## config.mk

```make
export PLATFORM = sky130hd
export DESIGN_NAME = udp_datagram_checksum_engine
export DESIGN_NICKNAME = d
export VERILOG_FILES = /design/src/hdl/udc_pkg.sv /design/src/hdl/udc_in_stage.sv /design/src/hdl/udc_sum_core.sv /design/src/hdl/udc_out_stage.sv /design/src/hdl/udp_datagram_checksum_engine.sv
export SDC_FILE = /design/constraint.sdc
export NUM_CORES = 1
export LEC_CHECK = 0
export BUFFER_PORTS_ARGS = -buffer_cell sky130_fd_sc_hd__buf_2
export CAP_MARGIN = 10
export CORE_MARGIN = 3
export CORE_UTILIZATION = 60
export DETAILED_ROUTE_END_ITERATION = 7
export PLACE_DENSITY_LB_ADDON = 0.1
export SLEW_MARGIN = 5
export SYNTH_ARGS = -nofsm -noshare
export SYNTH_HDL_FRONTEND = slang
export SYNTH_HIERARCHICAL = 1
export SYNTH_SLANG_ARGS = --single-unit
```

## constraint.sdc

```tcl
create_clock -name clock -period 28 [get_ports clock]
set_input_delay 2.8 -clock clock [delete_from_list [all_inputs] [get_ports clock]]
set_output_delay 2.8 -clock clock [all_outputs]
set_load 0.005 [all_outputs]
```

## src/hdl/udc_pkg.sv

```systemverilog
package udc_pkg;

   // Byte counter saturates here
   localparam logic [16:0] CountMax = 17'h1FFFF;

   // Pseudo-header protocol word and minimum UDP header size
   localparam logic [15:0] UdpProto  = 16'd17;
   localparam logic [16:0] HeaderMin = 17'd8;
   localparam logic [15:0] AllOnes   = 16'hFFFF;

   // Byte positions that close each header field
   localparam logic [16:0] IdxSrcPort   = 17'd1;
   localparam logic [16:0] IdxDstPort   = 17'd3;
   localparam logic [16:0] IdxLength    = 17'd5;
   localparam logic [16:0] IdxChecksum  = 17'd7;

   typedef enum logic [1:0] {
      STATUS_OK,
      STATUS_SHORT,
      STATUS_BAD_LENGTH,
      STATUS_MISMATCH
   } status_type;

   // Registered input beat with its pseudo-header sum already folded
   typedef struct packed {
      logic        kind;
      logic [7:0]  data_byte;
      logic        last_byte;
      logic [15:0] pseudo_sum;
   } beat_type;

   typedef struct packed {
      status_type  status;
      logic [15:0] checksum_value;
      logic [15:0] source_port;
      logic [15:0] destination_port;
      logic [15:0] datagram_length;
      logic        generated;
   } result_type;

   // End-around carry fold of a sum of a few 16-bit words
   function automatic logic [15:0] ones_fold(input logic [19:0] s);
      logic [16:0] a;
      logic [16:0] b;
      a = {1'b0, s[15:0]} + {13'd0, s[19:16]};
      b = {1'b0, a[15:0]} + {16'd0, a[16]};
      return b[15:0];
   endfunction

endpackage

```

## src/hdl/udc_in_stage.sv

```systemverilog
module udc_in_stage
   import udc_pkg::*;
(
   input  logic        clock,
   input  logic        reset,
   input  logic        req_tvalid,
   output logic        req_tready,
   input  logic [71:0] req_tdata,   // data_byte[7:0], source_address[39:8],
                                    // destination_address[71:40]
   input  logic        req_tuser,   // kind
   input  logic        req_tlast,   // last_byte
   output beat_type    beat,
   output logic        beat_valid,
   input  logic        beat_take
);

   logic     valid_ff;
   logic     valid_in;
   beat_type beat_ff;
   beat_type beat_in;
   logic     accept;
   logic [19:0] pseudo_raw;

   assign req_tready = !reset && (!valid_ff || beat_take);
   assign accept     = req_tvalid && req_tready;

   // Pseudo-header words: addresses and protocol (length is added at the end)
   always_comb begin
      pseudo_raw = 20'(req_tdata[39:24]) + 20'(req_tdata[23:8])
                 + 20'(req_tdata[71:56]) + 20'(req_tdata[55:40])
                 + 20'(UdpProto);
      beat_in.kind       = req_tuser;
      beat_in.data_byte  = req_tdata[7:0];
      beat_in.last_byte  = req_tlast;
      beat_in.pseudo_sum = ones_fold(pseudo_raw);
   end

   always_comb begin
      if (accept) begin
         valid_in = 1'b1;
      end else if (beat_take) begin
         valid_in = 1'b0;
      end else begin
         valid_in = valid_ff;
      end
   end

   always_ff @(posedge clock) begin
      if (reset) begin
         valid_ff <= 1'b0;
      end else begin
         valid_ff <= valid_in;
      end
   end

   always_ff @(posedge clock) begin
      if (accept) begin
         beat_ff <= beat_in;
      end
   end

   assign beat       = beat_ff;
   assign beat_valid = valid_ff;

endmodule

```

## src/hdl/udc_sum_core.sv

```systemverilog
module udc_sum_core
   import udc_pkg::*;
(
   input  logic       clock,
   input  logic       reset,
   input  beat_type   beat,
   input  logic       beat_take,
   output result_type result
);

   logic [16:0] count_ff;
   logic [16:0] count_in;
   logic [15:0] sum_ff;
   logic [7:0]  pend_ff;
   logic [15:0] hlen_ff;
   logic [15:0] sport_ff;
   logic [15:0] dport_ff;
   logic [15:0] rxsum_ff;
   logic        mode_ff;

   logic        first;
   logic        odd;
   logic        mode;
   logic [15:0] base;
   logic [7:0]  pend_old;
   logic [7:0]  pend_in;
   logic [15:0] word;
   logic [15:0] hlen_in;
   logic [15:0] sport_in;
   logic [15:0] dport_in;
   logic [15:0] rxsum_in;
   logic [15:0] term;
   logic [15:0] sum_in;
   logic [16:0] count_next;
   logic        pad;
   logic [15:0] pad_term;
   logic [16:0] extra;
   logic [15:0] chk_sum;
   logic [15:0] chk;
   logic        chk_match;
   status_type  status;

   // Per-byte datapath: capture header fields and add at most one word
   always_comb begin
      first    = (count_ff == '0);
      odd      = count_ff[0];
      mode     = first ? beat.kind : mode_ff;
      base     = first ? beat.pseudo_sum : sum_ff;
      pend_old = first ? 8'd0 : pend_ff;
      word     = {pend_old, beat.data_byte};
      pend_in  = odd ? pend_old : beat.data_byte;

      hlen_in  = first ? 16'd0 : hlen_ff;
      sport_in = first ? 16'd0 : sport_ff;
      dport_in = first ? 16'd0 : dport_ff;
      rxsum_in = first ? 16'd0 : rxsum_ff;
      if (odd) begin
         case (count_ff)
            IdxSrcPort:  sport_in = word;
            IdxDstPort:  dport_in = word;
            IdxLength:   hlen_in  = word;
            IdxChecksum: rxsum_in = word;
            default: ;
         endcase
      end

      // Checksum field counts as zero; verify stops at the length that the length field gives
      term = 16'd0;
      if (odd && count_ff != IdxChecksum) begin
         if (mode) begin
            term = (count_ff != IdxLength) ? word : 16'd0;
         end else if (count_ff < IdxChecksum || count_ff < {1'b0, hlen_in}) begin
            term = word;
         end else if (count_ff == {1'b0, hlen_in}) begin
            term = {pend_old, 8'h00};
         end
      end
      sum_in = ones_fold(20'(base) + 20'(term));

      count_next = (count_ff == CountMax) ? count_ff : count_ff + 17'd1;
   end

   // End of datagram: trailing pad byte, length words, final checksum or compare
   always_comb begin
      if (mode) begin
         pad   = count_next[0];
         extra = {count_next[15:0], 1'b0};
      end else begin
         pad   = count_next[0] && ((count_next - 17'd1) < {1'b0, hlen_in});
         extra = {1'b0, hlen_in};
      end
      pad_term  = pad ? {pend_in, 8'h00} : 16'd0;
      chk_sum   = ones_fold(20'(sum_in) + 20'(pad_term) + 20'(extra));
      chk       = ~chk_sum;
      chk_match = (chk == rxsum_in) || (chk == 16'd0 && rxsum_in == AllOnes);

      if (count_next < HeaderMin) begin
         status = STATUS_SHORT;
      end else if ({1'b0, hlen_in} > count_next || {1'b0, hlen_in} < HeaderMin) begin
         status = STATUS_BAD_LENGTH;
      end else if (rxsum_in == 16'd0 || chk_match) begin
         status = STATUS_OK;
      end else begin
         status = STATUS_MISMATCH;
      end

      result.source_port      = sport_in;
      result.destination_port = dport_in;
      result.generated        = mode;
      if (mode) begin
         result.status          = STATUS_OK;
         result.checksum_value  = (chk == 16'd0) ? AllOnes : chk;
         result.datagram_length = count_next[15:0];
      end else begin
         result.status          = status;
         result.checksum_value  = rxsum_in;
         result.datagram_length = hlen_in;
      end
   end

   assign count_in = beat.last_byte ? 17'd0 : count_next;

   always_ff @(posedge clock) begin
      if (reset) begin
         count_ff <= '0;
      end else if (beat_take) begin
         count_ff <= count_in;
      end
   end

   // Header and sum state; the first byte of a datagram overrides all of it
   always_ff @(posedge clock) begin
      if (beat_take) begin
         sum_ff   <= sum_in;
         pend_ff  <= pend_in;
         hlen_ff  <= hlen_in;
         sport_ff <= sport_in;
         dport_ff <= dport_in;
         rxsum_ff <= rxsum_in;
         mode_ff  <= mode;
      end
   end

endmodule

```

## src/hdl/udc_out_stage.sv

```systemverilog
module udc_out_stage
   import udc_pkg::*;
(
   input  logic        clock,
   input  logic        reset,
   input  result_type  result,
   input  logic        result_load,
   output logic        result_space,
   output logic        rsp_tvalid,
   input  logic        rsp_tready,
   output logic [71:0] rsp_tdata,   // status[1:0], checksum_value[17:2],
                                    // source_port[33:18], destination_port[49:34],
                                    // datagram_length[65:50], zero[71:66]
   output logic        rsp_tuser    // generated
);

   logic       valid_ff;
   logic       valid_in;
   result_type data_ff;

   assign result_space = !valid_ff || rsp_tready;

   always_comb begin
      if (result_load) begin
         valid_in = 1'b1;
      end else if (rsp_tready) begin
         valid_in = 1'b0;
      end else begin
         valid_in = valid_ff;
      end
   end

   always_ff @(posedge clock) begin
      if (reset) begin
         valid_ff <= 1'b0;
      end else begin
         valid_ff <= valid_in;
      end
   end

   always_ff @(posedge clock) begin
      if (result_load) begin
         data_ff <= result;
      end
   end

   assign rsp_tvalid = valid_ff;
   assign rsp_tdata  = {6'd0, data_ff.datagram_length, data_ff.destination_port,
                        data_ff.source_port, data_ff.checksum_value, data_ff.status};
   assign rsp_tuser  = data_ff.generated;

endmodule

```

## src/hdl/udp_datagram_checksum_engine.sv

```systemverilog
// A result beat is valid once its last byte has passed the input and result registers;
// a held result can delay it. One byte per cycle; the running one's complement sum
// closes in an end-around-carry fold per byte. A held result stalls only a byte that ends a
// datagram, and with it the bytes behind it, until the result register is taken.
// Reset (synchronous, active high) empties the input and result registers and clears the
// byte count, so the next accepted byte starts a new datagram.
module udp_datagram_checksum_engine
   import udc_pkg::*;
(
   input  logic        clock,
   input  logic        reset,
   input  logic        req_tvalid,
   output logic        req_tready,
   input  logic [71:0] req_tdata,   // data_byte[7:0], source_address[39:8],
                                    // destination_address[71:40]
   input  logic        req_tuser,   // kind
   input  logic        req_tlast,   // last_byte
   output logic        rsp_tvalid,
   input  logic        rsp_tready,
   output logic [71:0] rsp_tdata,   // status[1:0], checksum_value[17:2],
                                    // source_port[33:18], destination_port[49:34],
                                    // datagram_length[65:50], zero[71:66]
   output logic        rsp_tuser    // generated
);

   beat_type   beat;
   logic       beat_valid;
   logic       beat_take;
   result_type result;
   logic       result_space;
   logic       result_load;

   // A byte moves on unless it ends a datagram and the result register is full
   assign beat_take   = beat_valid && (result_space || !beat.last_byte);
   assign result_load = beat_take && beat.last_byte;

   udc_in_stage u_in_stage (
      .clock      (clock),
      .reset      (reset),
      .req_tvalid (req_tvalid),
      .req_tready (req_tready),
      .req_tdata  (req_tdata),
      .req_tuser  (req_tuser),
      .req_tlast  (req_tlast),
      .beat       (beat),
      .beat_valid (beat_valid),
      .beat_take  (beat_take)
   );

   udc_sum_core u_sum_core (
      .clock     (clock),
      .reset     (reset),
      .beat      (beat),
      .beat_take (beat_take),
      .result    (result)
   );

   udc_out_stage u_out_stage (
      .clock        (clock),
      .reset        (reset),
      .result       (result),
      .result_load  (result_load),
      .result_space (result_space),
      .rsp_tvalid   (rsp_tvalid),
      .rsp_tready   (rsp_tready),
      .rsp_tdata    (rsp_tdata),
      .rsp_tuser    (rsp_tuser)
   );

endmodule

```

-- Word-level counts from Yosys, hierarchy flattened
Index checks and enable logic that the tools add are counted.
- register bits: 201
- bits in latches: 0
- memory bits (writable): 0
- memory bits (read-only): 0
- bits of input ports: 78
- output and inout bits: 75
- word-level logic and storage cells: 113
- memories kept: 0
- add/subtract/negate cells: 15
- $mul: 0
- div/mod/pow operators: 0
- $lt $le $gt $ge: 6
- equality and inequality tests: 10
- shifts and indexed selects: 0
- multiplexer cells: 36
- bitwise logic cells: 1
- reduce and logical (&&, ||, !) cells: 24
- operator list (operator ; number):
    16-bit 2-to-1 mux ; 22
    16-bit by 16-bit adder with 17-bit output ; 3
    16-bit by 4-bit adder with 17-bit output ; 3
    17-bit 2-to-1 mux ; 3
    16-bit by 1-bit adder with 16-bit output ; 3
    20-bit by 16-bit adder with 20-bit output ; 2
    17-bit by 3-bit == test with 1-bit output (second input constant) ; 2
    17-bit by 16-bit less-than comparator with 1-bit output ; 2
    17-bit by 3-bit != test with 1-bit output (second input constant) ; 2
    16-bit zero test ; 2
    20-bit by 17-bit adder with 20-bit output ; 1
    20-bit by 5-bit adder with 20-bit output (second input constant) ; 1
    17-bit by 1-bit adder with 17-bit output (second input constant) ; 1
    17-bit by 1-bit == test with 1-bit output (second input constant) ; 1
    17-bit by 16-bit == test with 1-bit output ; 1
    17-bit == test (second input constant) ; 1
    17-bit by 2-bit == test with 1-bit output (second input constant) ; 1
    16-bit by 17-bit greater-than comparator with 1-bit output ; 1
    17-bit zero test ; 1
    17-bit by 3-bit less-than comparator with 1-bit output (second input constant) ; 1
    17-bit by 4-bit less-than comparator with 1-bit output (second input constant) ; 1
    17-bit by 1-bit subtractor with 17-bit output (second input constant) ; 1
    16-bit == test ; 1
    16-bit == test (second input constant) ; 1
    other kinds (10) ; 34

-- Logic depth before layout (Yosys ltp)
Gate-level depths: netlist (run 1).
- depth after elaboration: 24
- depth in mapped cells: 80
- mapped depth without buffers: 73

-- Modules after synthesis
The synthesis (run 1) kept the hierarchy.
- by module, submodules not included (module ; times used ; cells each ; area an instance (um2) ; seq. area each (um2)):
    udc_sum_core ; 1 ; 1308 ; 10935.5 ; 3012.9
    udc_in_stage ; 1 ; 377 ; 3634.7 ; 800.8
    udc_out_stage ; 1 ; 78 ; 2107.0 ; 2031.9
    udp_datagram_checksum_engine ; 1 ; 3 ; 18.8 ; 0.0

-- Worst setup path before layout (run 1)
No wires, ideal clock.
- path type: register -> register
- from: register u_sum_core.count_ff[8]
- to: register u_out_stage.data_ff, in the netlist u_out_stage/rsp_tdata[12] (data pin)
- library setup time: 275 ps
- data arrival time: 14255 ps
- data required time: 27725 ps
- path slack: 13469 ps
- stages on the path, launching flop included: 80
- buffers on the path: 8
- clock period less this slack: 14531 ps
- cell sequence: dfxtp_1 > clkbuf_1 > nor4_1 > and4_1 > clkbuf_1 > and2_1 > buf_2 > buf_1 > mux2i_1 > nor2_1 > inv_1 > ha_1 > a21o_1 > a21o_1 > a21oi_1 > nor2b_1 > o21ai_0 > nand2b_1 > [... 44 more ...] > nor3b_1 > and3_1 > buf_2 > nand3_1 > nor4_1 > ha_1 > ha_1 > nand2_1 > a21oi_1 > nand3_1 > or4b_2 > and3_1 > and3_1 > nand4_1 > or3_1 > buf_2 > buf_6 > a31oi_1
- RTL lines (element ; RTL line ; text):
    start, declared ; udc_sum_core.sv:11 ; logic [16:0] count_ff;
    start signal, assigned ; udc_sum_core.sv:127 ; count_ff <= count_in;
    end signal, assigned ; udc_out_stage.sv:43 ; data_ff <= result;
    end, declared ; udc_out_stage.sv:19 ; result_type data_ff;

==> out/summary.txt, run 1 <==
Area growth syn-to-layout: 10.6%
Number of cells traversed by the worst register-to-register path: 70
Vias in the first global route: 13274
Remaining global-route overflow: 0
Cell area after layout: 18500 um2
Max-cap check violation count: 0
Setup repair bufs after CTS: 0
Die extent in y: 173 um
Number of enable-type register cells in the synthesized netlist: 182
Leak Pwr: 7.80 nW
Combinational fraction of design power: 54.0%
Top-level I/O count: 153
Core Rows: 60
Start point of the worst min-delay path: u_out_stage/rsp_tvalid
Status: finished, final reports clean
Relative contribution of the clock network to total power: 20.2%
Top cells by area, synth: edfxtp_1, ha_1, fa_1, nand2_1, xnor2_1
Pin count of the biggest net entering global routing: 81
Worst setup slack after layout: 11410 ps
Effective utilization at floorplan: 61.4%
Met2 Use GR: 46.7%
Detailed Routing Iterations Pass 1: 6
Largest stage delay on the critical path: 690 ps
Placeable Area: 27200 um2
Crit path time final: 16590 ps
Number of violations reported at the end of detailed-routing iteration 0: 1413
Share of total power consumed by net switching: 42.5%
Total inserted antenna cells: 0
Portion of the post-synthesis area used by sequential elements: 35.0%
Total power density per cell area: 79.2 nW/um2
Post-Route WL: 43900 um
Total Nets Final: 2145
Final weighted congestion in routability-driven placement: 0.950
Count of final hold-check violations: 0
Most numerous cell in the Yosys netlist: nand2_1
Portion of synthesized cell area occupied by the leading cell type: 32.7%
F_max: 60.3 MHz
Post-synth design cell area: 16700 um2
Dpl cells: 2237
Critical Path Source Type: register
Crit path arrival time: 16810 ps
Worst min-delay path class: reg -> reg
H-tree depth: 1
Post-detailed-placement cell area: 17700 um2
Vias per inst: 6.17
Total of fill cells in the finished design: 2209
Most Frequent Cell on Critical Path: ha_1
TritonCTS buffer count: 23
Critical Setup Path Class: reg -> reg
Synth async-reset ratio: 0%
Clock Tree Root: clkbuf_16
Top fanout value on the critical path: 58
Worst EP required: 28220 ps
Period Utilization, post-route: 59.2%
Yosys top cell by area: edfxtp_1
Peak supply drop: 0.0585 mV
DIE AREA: 29900 um2
Global-route wire length before repair: 70200 um
Commonest cells post-synth: nand2_1, edfxtp_1, inv_1, nor2_1, ha_1
Proportion of power drawn by flip-flops and latches: 25.8%
Post-Layout Cell Count: 2279
Max-slew violation total from the final report: 0
Setup-violating endpoint count in the final report: 0
Worst slew margin: 28.4%
Count of unresolved DRC violations after routing: 0
Post-Synthesis Cells: 1766
Worst-path cell with the longest stage delay: dfxtp_1
Total net switching power: 0.000621 W
Vias after detailed routing: 14066
Total number of clock tree sinks: 201
Number of resized instances in the post-cts repair step: 0
Wire length per cell after detailed routing: 19.3 um
Distinct cells, synth: 106
Ys flop type: edfxtp_1
Fraction of final layout cells sized beyond drive strength 1: 12.8%
CTS hold repair buffers: 0
Avg Synthesized Cell Area: 9.45 um2
Number of synthesis warnings: 6
Worst Tran Pin Value: 1070 ps
Endpoint class of the critical path: register
Hold-critical path depth: 2
Number of buffers added on ports: 146
Launch instance of the worst register-to-register path: u_sum_core/count_ff[0]
Crit path from: u_sum_core/count_ff[0]
DIE WIDTH: 173 um
Detailed-placement wirelength estimate: 33300 um
Clk Latency, worst-skew pair: 530 ps
Setup repair after global routing missed its margin: false
Met3 Usage GRT: 2.85%
Register bit count reported by yosys: 201
Clock slew seen by the registers of the worst setup and hold paths: 60 ps
GRT met1 Usage: 40.0%
CTS tree: built
Power after layout: 0.00146 W
Number of nets with antenna violations after detailed routing: 0
Clk_skew: 19.9 ps
Maximum buffer depth of the clock tree: 3
Power Internal: 0.000842 W
GRT Util Overall: 28.5%
Initial antenna violation count: 0
Worst setup slack after placement: 11880 ps
Global routing's busiest layer: met2
Final total negative setup slack: 0 ps
## cell families after synthesis
family	share of synthesized area, %
other	0.0225
and+or+nand+nor	19.3
AOI/OAI and AO/OA	15.3
muxes	1.33
xor gates and xnor gates	8.51
DFF	35.0
adders and majority gates	15.4
buffers and inverters	5.12
## state kept, by name, summed over array words and instances, names as in the netlist
name                    cells
u_sum_core/sum_ff          16
u_sum_core/mode_ff          1
u_in_stage/beat_valid       1
u_sum_core/sport_ff        16
u_out_stage/rsp_tuser       1
u_in_stage/beat            26
u_sum_core/pend_ff          8
u_sum_core/hlen_ff         16
u_sum_core/dport_ff        16
u_sum_core/rxsum_ff        16
u_out_stage/rsp_tvalid      1
u_sum_core/count_ff        17
u_out_stage/rsp_tdata      66
## layout by cell type (no fill, tap or decap), types with 13 or more instances in the layout
cell	n
a21o_1	29
a21oi_1	92
a22o_1	20
a22oi_1	14
a31oi_1	13
and2_1	33
and3_1	25
buf_2	146
clkbuf_16	23
dfxtp_1	19
edfxtp_1	182
fa_1	43
ha_1	134
inv_1	148
mux2i_1	20
nand2_1	184
nand2b_1	15
nand3_1	58
nand4_1	26
nor2_1	137
nor2b_1	19
nor3_1	38
nor4_1	23
o21a_1	18
o21ai_0	51
xnor2_1	77
xor2_1	56
## final timing paths
| kind | to | slack [ps] |
|---|---|---|
| worst min register to register | u_out_stage/rsp_tvalid | 500 |
| worst min-delay path | u_out_stage/rsp_tvalid | 500 |
| worst max register to register | u_out_stage/rsp_tdata[15] | 11410 |
| worst max-delay path | u_out_stage/rsp_tdata[15] | 11410 |
## through the flow
| step | util [%] | hold slack, ps |
|---|---|---|
| floorplan | - | 490 |
| CTS | 68.0 | 504 |
| global placement | 65.3 | 489 |
| global route | 68.0 | 524 |
| detailed placement | 65.3 | 499 |
| finish | 68.0 | 499 |
## layer usage
metal / share of wire [%] / wire length [um]
met1: 44 / 19100
met2: 46 / 20000
met3: 7.1 / 3110
met4: 3.8 / 1670
met5: 0 / 0
## layout make-up
type                    count  area, um2  share of cell area (%)
clock buffers              27        591                    3.20
clock inverters            15        141                   0.766
inverters                 150        563                    3.05
multi-input cells        1356      10000                    54.4
flip-flops and latches    201       5850                    31.7
well taps                 372        465                    2.52
repair buffers            158        821                    4.44
## worst max-delay path: cells and delay by family (launching register included)
family          cells  cell delay [ps]
fa+ha+maj          14             3740
flops               1              690
simple gates       30             6930
buf+inv             6             1030
compound gates     18             3520
xor+xnor            2              380
## power groups by stage
stage                     Combinational, W  Sequential, W  Clock (W)
after global routing              0.000871       0.000380   0.000311
after CTS                         0.000779       0.000378   0.000299
final                             0.000790       0.000378   0.000295
after floorplan                   0.000610       0.000380          0
after global placement            0.000756       0.000384          0
after detailed placement          0.000773       0.000384          0
No activity file was read; power rests on OpenSTA's default activity.
==> inputs of run 2 (changes only) <==
- CORE_UTILIZATION: 60 -> 56
- clock period: 28 -> 14.7 ns (I/O delays scaled with it)
==> run 2 against run 1 <==
Compared with the run above:
- setup slack lost 11000 ps
- sequential power rose by 89%
- core utilization is 2.0 points lower
- largest cell class unchanged
==> out/summary.txt, run 2 (synthesis results as in run 1) <==
Maximum buffer depth of the clock tree: 3
Fraction of final layout cells sized beyond drive strength 1: 16.9%
Die extent in y: 179 um
Worst-path cell with the longest stage delay: fa_1
Total power density per cell area: 151 nW/um2
Clk Latency, worst-skew pair: 520 ps
Power after layout: 0.00290 W
Core Rows: 62
Leak Pwr: 8.13 nW
Endpoint class of the critical path: register
Top-level I/O count: 153
Post-Route WL: 45200 um
Pin count of the biggest net entering global routing: 91
Final weighted congestion in routability-driven placement: 0.983
Total number of clock tree sinks: 201
Number of violations reported at the end of detailed-routing iteration 0: 1479
Crit path arrival time: 14180 ps
Clock Tree Root: clkbuf_16
Area growth syn-to-layout: 14.6%
Max-cap check violation count: 0
Total inserted antenna cells: 0
Leading cell type in the layout, fill and taps excluded: nand2_1
Global-route wire length before repair: 69800 um
Critical Path Source Type: register
Effective utilization at floorplan: 57.5%
Number of buffers added on ports: 146
H-tree depth: 1
DIE WIDTH: 179 um
Count of final hold-check violations: 0
Crit path time final: 13830 ps
Detailed Routing Iterations Pass 1: 6
Peak supply drop: 0.102 mV
Worst Tran Pin Value: 1180 ps
Worst min-delay path class: reg -> reg
Vias per inst: 6.00
DIE AREA: 31900 um2
Vias after detailed routing: 14027
Setup-violating endpoint count in the final report: 0
Number of nets with antenna violations after detailed routing: 0
Critical Setup Path Class: reg -> reg
Dpl cells: 2293
GRT Util Overall: 27.6%
WHS: 522 ps
Detailed-placement wirelength estimate: 34600 um
Placeable Area: 29000 um2
Total Nets Final: 2193
Max-slew violation total from the final report: 0
Wire length per cell after detailed routing: 19.3 um
Largest stage delay on the critical path: 540 ps
Count of unresolved DRC violations after routing: 0
Worst EP required: 15060 ps
Worst slew margin: 19.3%
Remaining global-route overflow: 0
Vias in the first global route: 13249
Status: finished, final reports clean
Initial antenna violation count: 0
F_max: 72.3 MHz
Most Frequent Cell on Critical Path: ha_1
Top fanout value on the critical path: 9
CTS tree: built
Clock slew seen by the registers of the worst setup and hold paths: 60 ps
Most used cells in the layout excluding fill and tap cells: nand2_1, edfxtp_1, inv_1
Period Utilization, post-route: 94.1%
Final total negative setup slack: 0 ps
Flip-flop count of the largest register, all copies and words added: 66
TritonCTS buffer count: 23
Post-Layout Cell Count: 2338
Clk_skew: 10.5 ps
-- run 2: cell types whose count changed in the layout (fill, tap and decap cells not counted), sizes merged --
cell / previous run / this run
bufinv: 2 / 5
clkinv: 10 / 6
or3: 12 / 13
inv: 151 / 152
clkbuf: 27 / 26
buf: 158 / 205
-- run 2: area by class of cell --
class	instances	area, um2
Tap cell	384	480
Timing Repair Buffer	205	1170
Clock inverter	15	221
Sequential cell	201	5850
Inverter	150	563
Clock buffer	26	587
Fill cell	2388	9870
Multi-Input combinational cell	1357	10300
-- run 2: stage by stage --
step	setup WS, ps	util, %	cell area (um2)
final	874	66.0	19100
after global routing	-122	66.0	19100
after CTS	80.7	65.1	18900
after detailed placement	57.9	62.3	18100
after global placement	388	62.3	18100
after floorplan	169	-	16700
-- run 2: layer usage --
metal / wire [um] / global-route usage [%] / up-vias
li1: - / - / 6719
met1: 19600 / 38.3 / 6655
met2: 20700 / 44.3 / 554
met3: 3150 / 3.83 / 99
met4: 1700 / 10.1 / 0
met5: 0 / 0 / -
-- run 2: where the power goes --
group	leakage [nW]	switching [W]	internal, W
sequential	1.90	0.0000172	0.000699
clock	0.391	0.000242	0.000378
combinational	5.84	0.000957	0.000605
total	8.13	0.00122	0.00168
-- run 2: worst max-delay path: cells and delay by family, from the launching register on --
family | cells | cell delay [ps]
flops | 1 | 370
simple gates | 30 | 5670
fa+ha+maj | 12 | 2970
xor+xnor | 2 | 360
compound gates | 21 | 3620
mux | 1 | 180
buf+inv | 5 | 490
-- run 2: what timing repair did --
action	in CTS	in global routing
resized for setup	1	47
endpoints found under the setup margin	1	18
cloned	0	1
hold buffers	0	0
pin swaps	0	11
setup buffers	0	3
endpoints found under the hold margin	0	0
-- run 2: final timing paths --
path                           start                        end  slack (ps)  cells past startpoint
max          u_sum_core/count_ff[15]  u_out_stage/rsp_tdata[15]         870                     71
min           u_out_stage/rsp_tvalid     u_out_stage/rsp_tvalid         520                      2
max reg2reg  u_sum_core/count_ff[15]  u_out_stage/rsp_tdata[15]         870                     71
min reg2reg   u_out_stage/rsp_tvalid     u_out_stage/rsp_tvalid         520                      2
==> inputs of run 3 (changes only) <==
- CORE_UTILIZATION: 56 -> 57
- CTS_BUF_LIST: unset -> sky130_fd_sc_hd__clkbuf_4 sky130_fd_sc_hd__clkbuf_8
==> run 3 against run 2 <==
Compared with the run above:
- maximum frequency decreased by 0.23%
- clock skew increased by 18 ps
- largest power group unchanged
- critical path type unchanged
- critical endpoint is now u_out_stage/rsp_tdata[0]
- global-route usage up 1.2 points
==> out/summary.txt, run 3 (synthesis results as in run 1) <==
Global-route wire length before repair: 71500 um
Initial antenna violation count: 0
Remaining global-route overflow: 0
Total number of clock tree sinks: 201
TritonCTS buffer count: 36
Pin count of the biggest net entering global routing: 69
Final total negative setup slack: 0 ps
F_max: 72.2 MHz
Critical Setup Path Class: reg -> reg
Most used cells in the layout excluding fill and tap cells: nand2_1, edfxtp_1, inv_1
Maximum buffer depth of the clock tree: 3
Clk Latency, worst-skew pair: 540 ps
Number of buffers added on ports: 146
DIE AREA: 31400 um2
Clock slew seen by the registers of the worst setup and hold paths: 60 ps
Core Rows: 62
Vias per inst: 5.98
Start point of the worst min-delay path: u_out_stage/rsp_tvalid
CTS hold repair buffers: 0
Die extent in y: 177 um
Leading cell type in the layout, fill and taps excluded: nand2_1
Worst-path cell with the longest stage delay: or4b_2
Effective utilization at floorplan: 58.0%
Peak supply drop: 0.159 mV
Wire length per cell after detailed routing: 19.6 um
Flip-flop count of the largest register, all copies and words added: 66
Launch instance of the worst register-to-register path: u_sum_core/count_ff[16]
Total power density per cell area: 150 nW/um2
Worst setup slack after placement: 241 ps
Post-Route WL: 46500 um
Worst setup slack after layout: 842 ps
Final weighted congestion in routability-driven placement: 0.942
Count of unresolved DRC violations after routing: 0
Max-slew violation total from the final report: 0
Worst EP required: 14950 ps
Total inserted antenna cells: 0
Wire length on met1: 20100 um
Kind of cell adding the most delay to the critical path: simple AND/OR/NAND/NOR gates
Crit path time final: 13860 ps
Most Frequent Cell on Critical Path: ha_1
Critical Path Source Type: register
Leak Pwr: 8.18 nW
Critical path buffer and inverter count: 4
Clock Tree Root: clkbuf_8
Max-cap check violation count: 0
Status: finished, final reports clean
H-tree depth: 2
Register-to-Register Setup Slack: 840 ps
Dpl cells: 2300
Routed met2 length: 21400 um
CTS tree: built
Endpoint class of the critical path: register
Hold-critical path depth: 2
Total stage count of the critical path: 71
Placeable Area: 28800 um2
Worst Tran Pin Value: 918 ps
Hold EP: u_out_stage/rsp_tvalid
Post-Layout Cell Count: 2371
Number of cells traversed by the worst register-to-register path: 71
Number of violations reported at the end of detailed-routing iteration 0: 1199
Vias after detailed routing: 14183
Worst reg2reg endpoint: u_out_stage/rsp_tdata[0]
Top routing layer in use: met4
Total of fill cells in the finished design: 2361
Fraction of final layout cells sized beyond drive strength 1: 18.4%
Clk_skew: 28.4 ps
Top-level I/O count: 153
DIE WIDTH: 177 um
Met3 wirelength from detailed routing: 3420 um
Combined area of the multi-input logic cells: 10300 um2
Largest stage delay on the critical path: 630 ps
Detailed Routing Iterations Pass 1: 5
Register area: 5850 um2
Crit path arrival time: 14110 ps
Top fanout value on the critical path: 7
Worst min-delay path class: reg -> reg
Period Utilization, post-route: 94.3%
Setup-violating endpoint count in the final report: 0
Number of nets with antenna violations after detailed routing: 0
Total Nets Final: 2215
Vias in the first global route: 13437
Worst slew margin: 38.8%
Count of final hold-check violations: 0
Area growth syn-to-layout: 14.9%
Detailed-placement wirelength estimate: 35700 um
GRT Util Overall: 28.8%
run 3: worst max-delay path by stage:
stage | to | from
2_1_floorplan | u_out_stage/rsp_tdata[12] | u_sum_core/count_ff[8]
3_3_place_gp | u_out_stage/rsp_tdata[0] | u_sum_core/count_ff[0]
3_5_place_dp | u_out_stage/rsp_tdata[15] | u_sum_core/count_ff[0]
4_1_cts | u_out_stage/rsp_tdata[15] | u_sum_core/count_ff[0]
5_1_grt | u_out_stage/rsp_tdata[0] | u_sum_core/count_ff[16]
6_report | u_out_stage/rsp_tdata[0] | u_sum_core/count_ff[16]
run 3: layout make-up:
type                    instances  area share [%]
clock buffers                  46            3.01
clock inverters                19            1.04
inverters                     150            2.94
multi-input cells            1357            53.5
flip-flops and latches        201            30.5
well taps                     384            2.51
repair buffers                214            6.49
run 3: timing repair:
item | 4_1_cts | 5_1_grt
endpoints found under the hold margin | 0 | 0
buffers inserted | 0 | 5
resized for setup | 0 | 53
setup endpoints to repair | 0 | 18
run 3: stage by stage:
stage	total power, W	hold slack, ps	area (um2)	util, %
final	0.00287	506	19200	66.6
after global routing	0.00306	526	19200	66.6
after CTS	0.00283	512	18900	65.7
after detailed placement	0.00225	507	18100	63.0
after global placement	0.00222	489	18100	63.0
after floorplan	0.00189	490	16700	-
run 3: worst register-to-register path: cells and delay by family, from the launching register on:
family	cells	cell delay (ps)
buf+inv	4	270
simple gates	29	5640
flops	1	390
fa+ha+maj	13	3250
compound gates	21	3390
xor+xnor	3	530
mux	1	100
run 3: where the power goes:
part | switching [W] | internal [W]
logic | 0.000974 | 0.000616
registers | 0.0000147 | 0.000698
clock network | 0.000240 | 0.000331
run 3: routing by layer:
metal	vias to the layer above	GRT usage, %
li1	6789	-
met5	-	0
met2	606	46.6
met3	104	3.84
met1	6684	39.9
met4	0	10.2
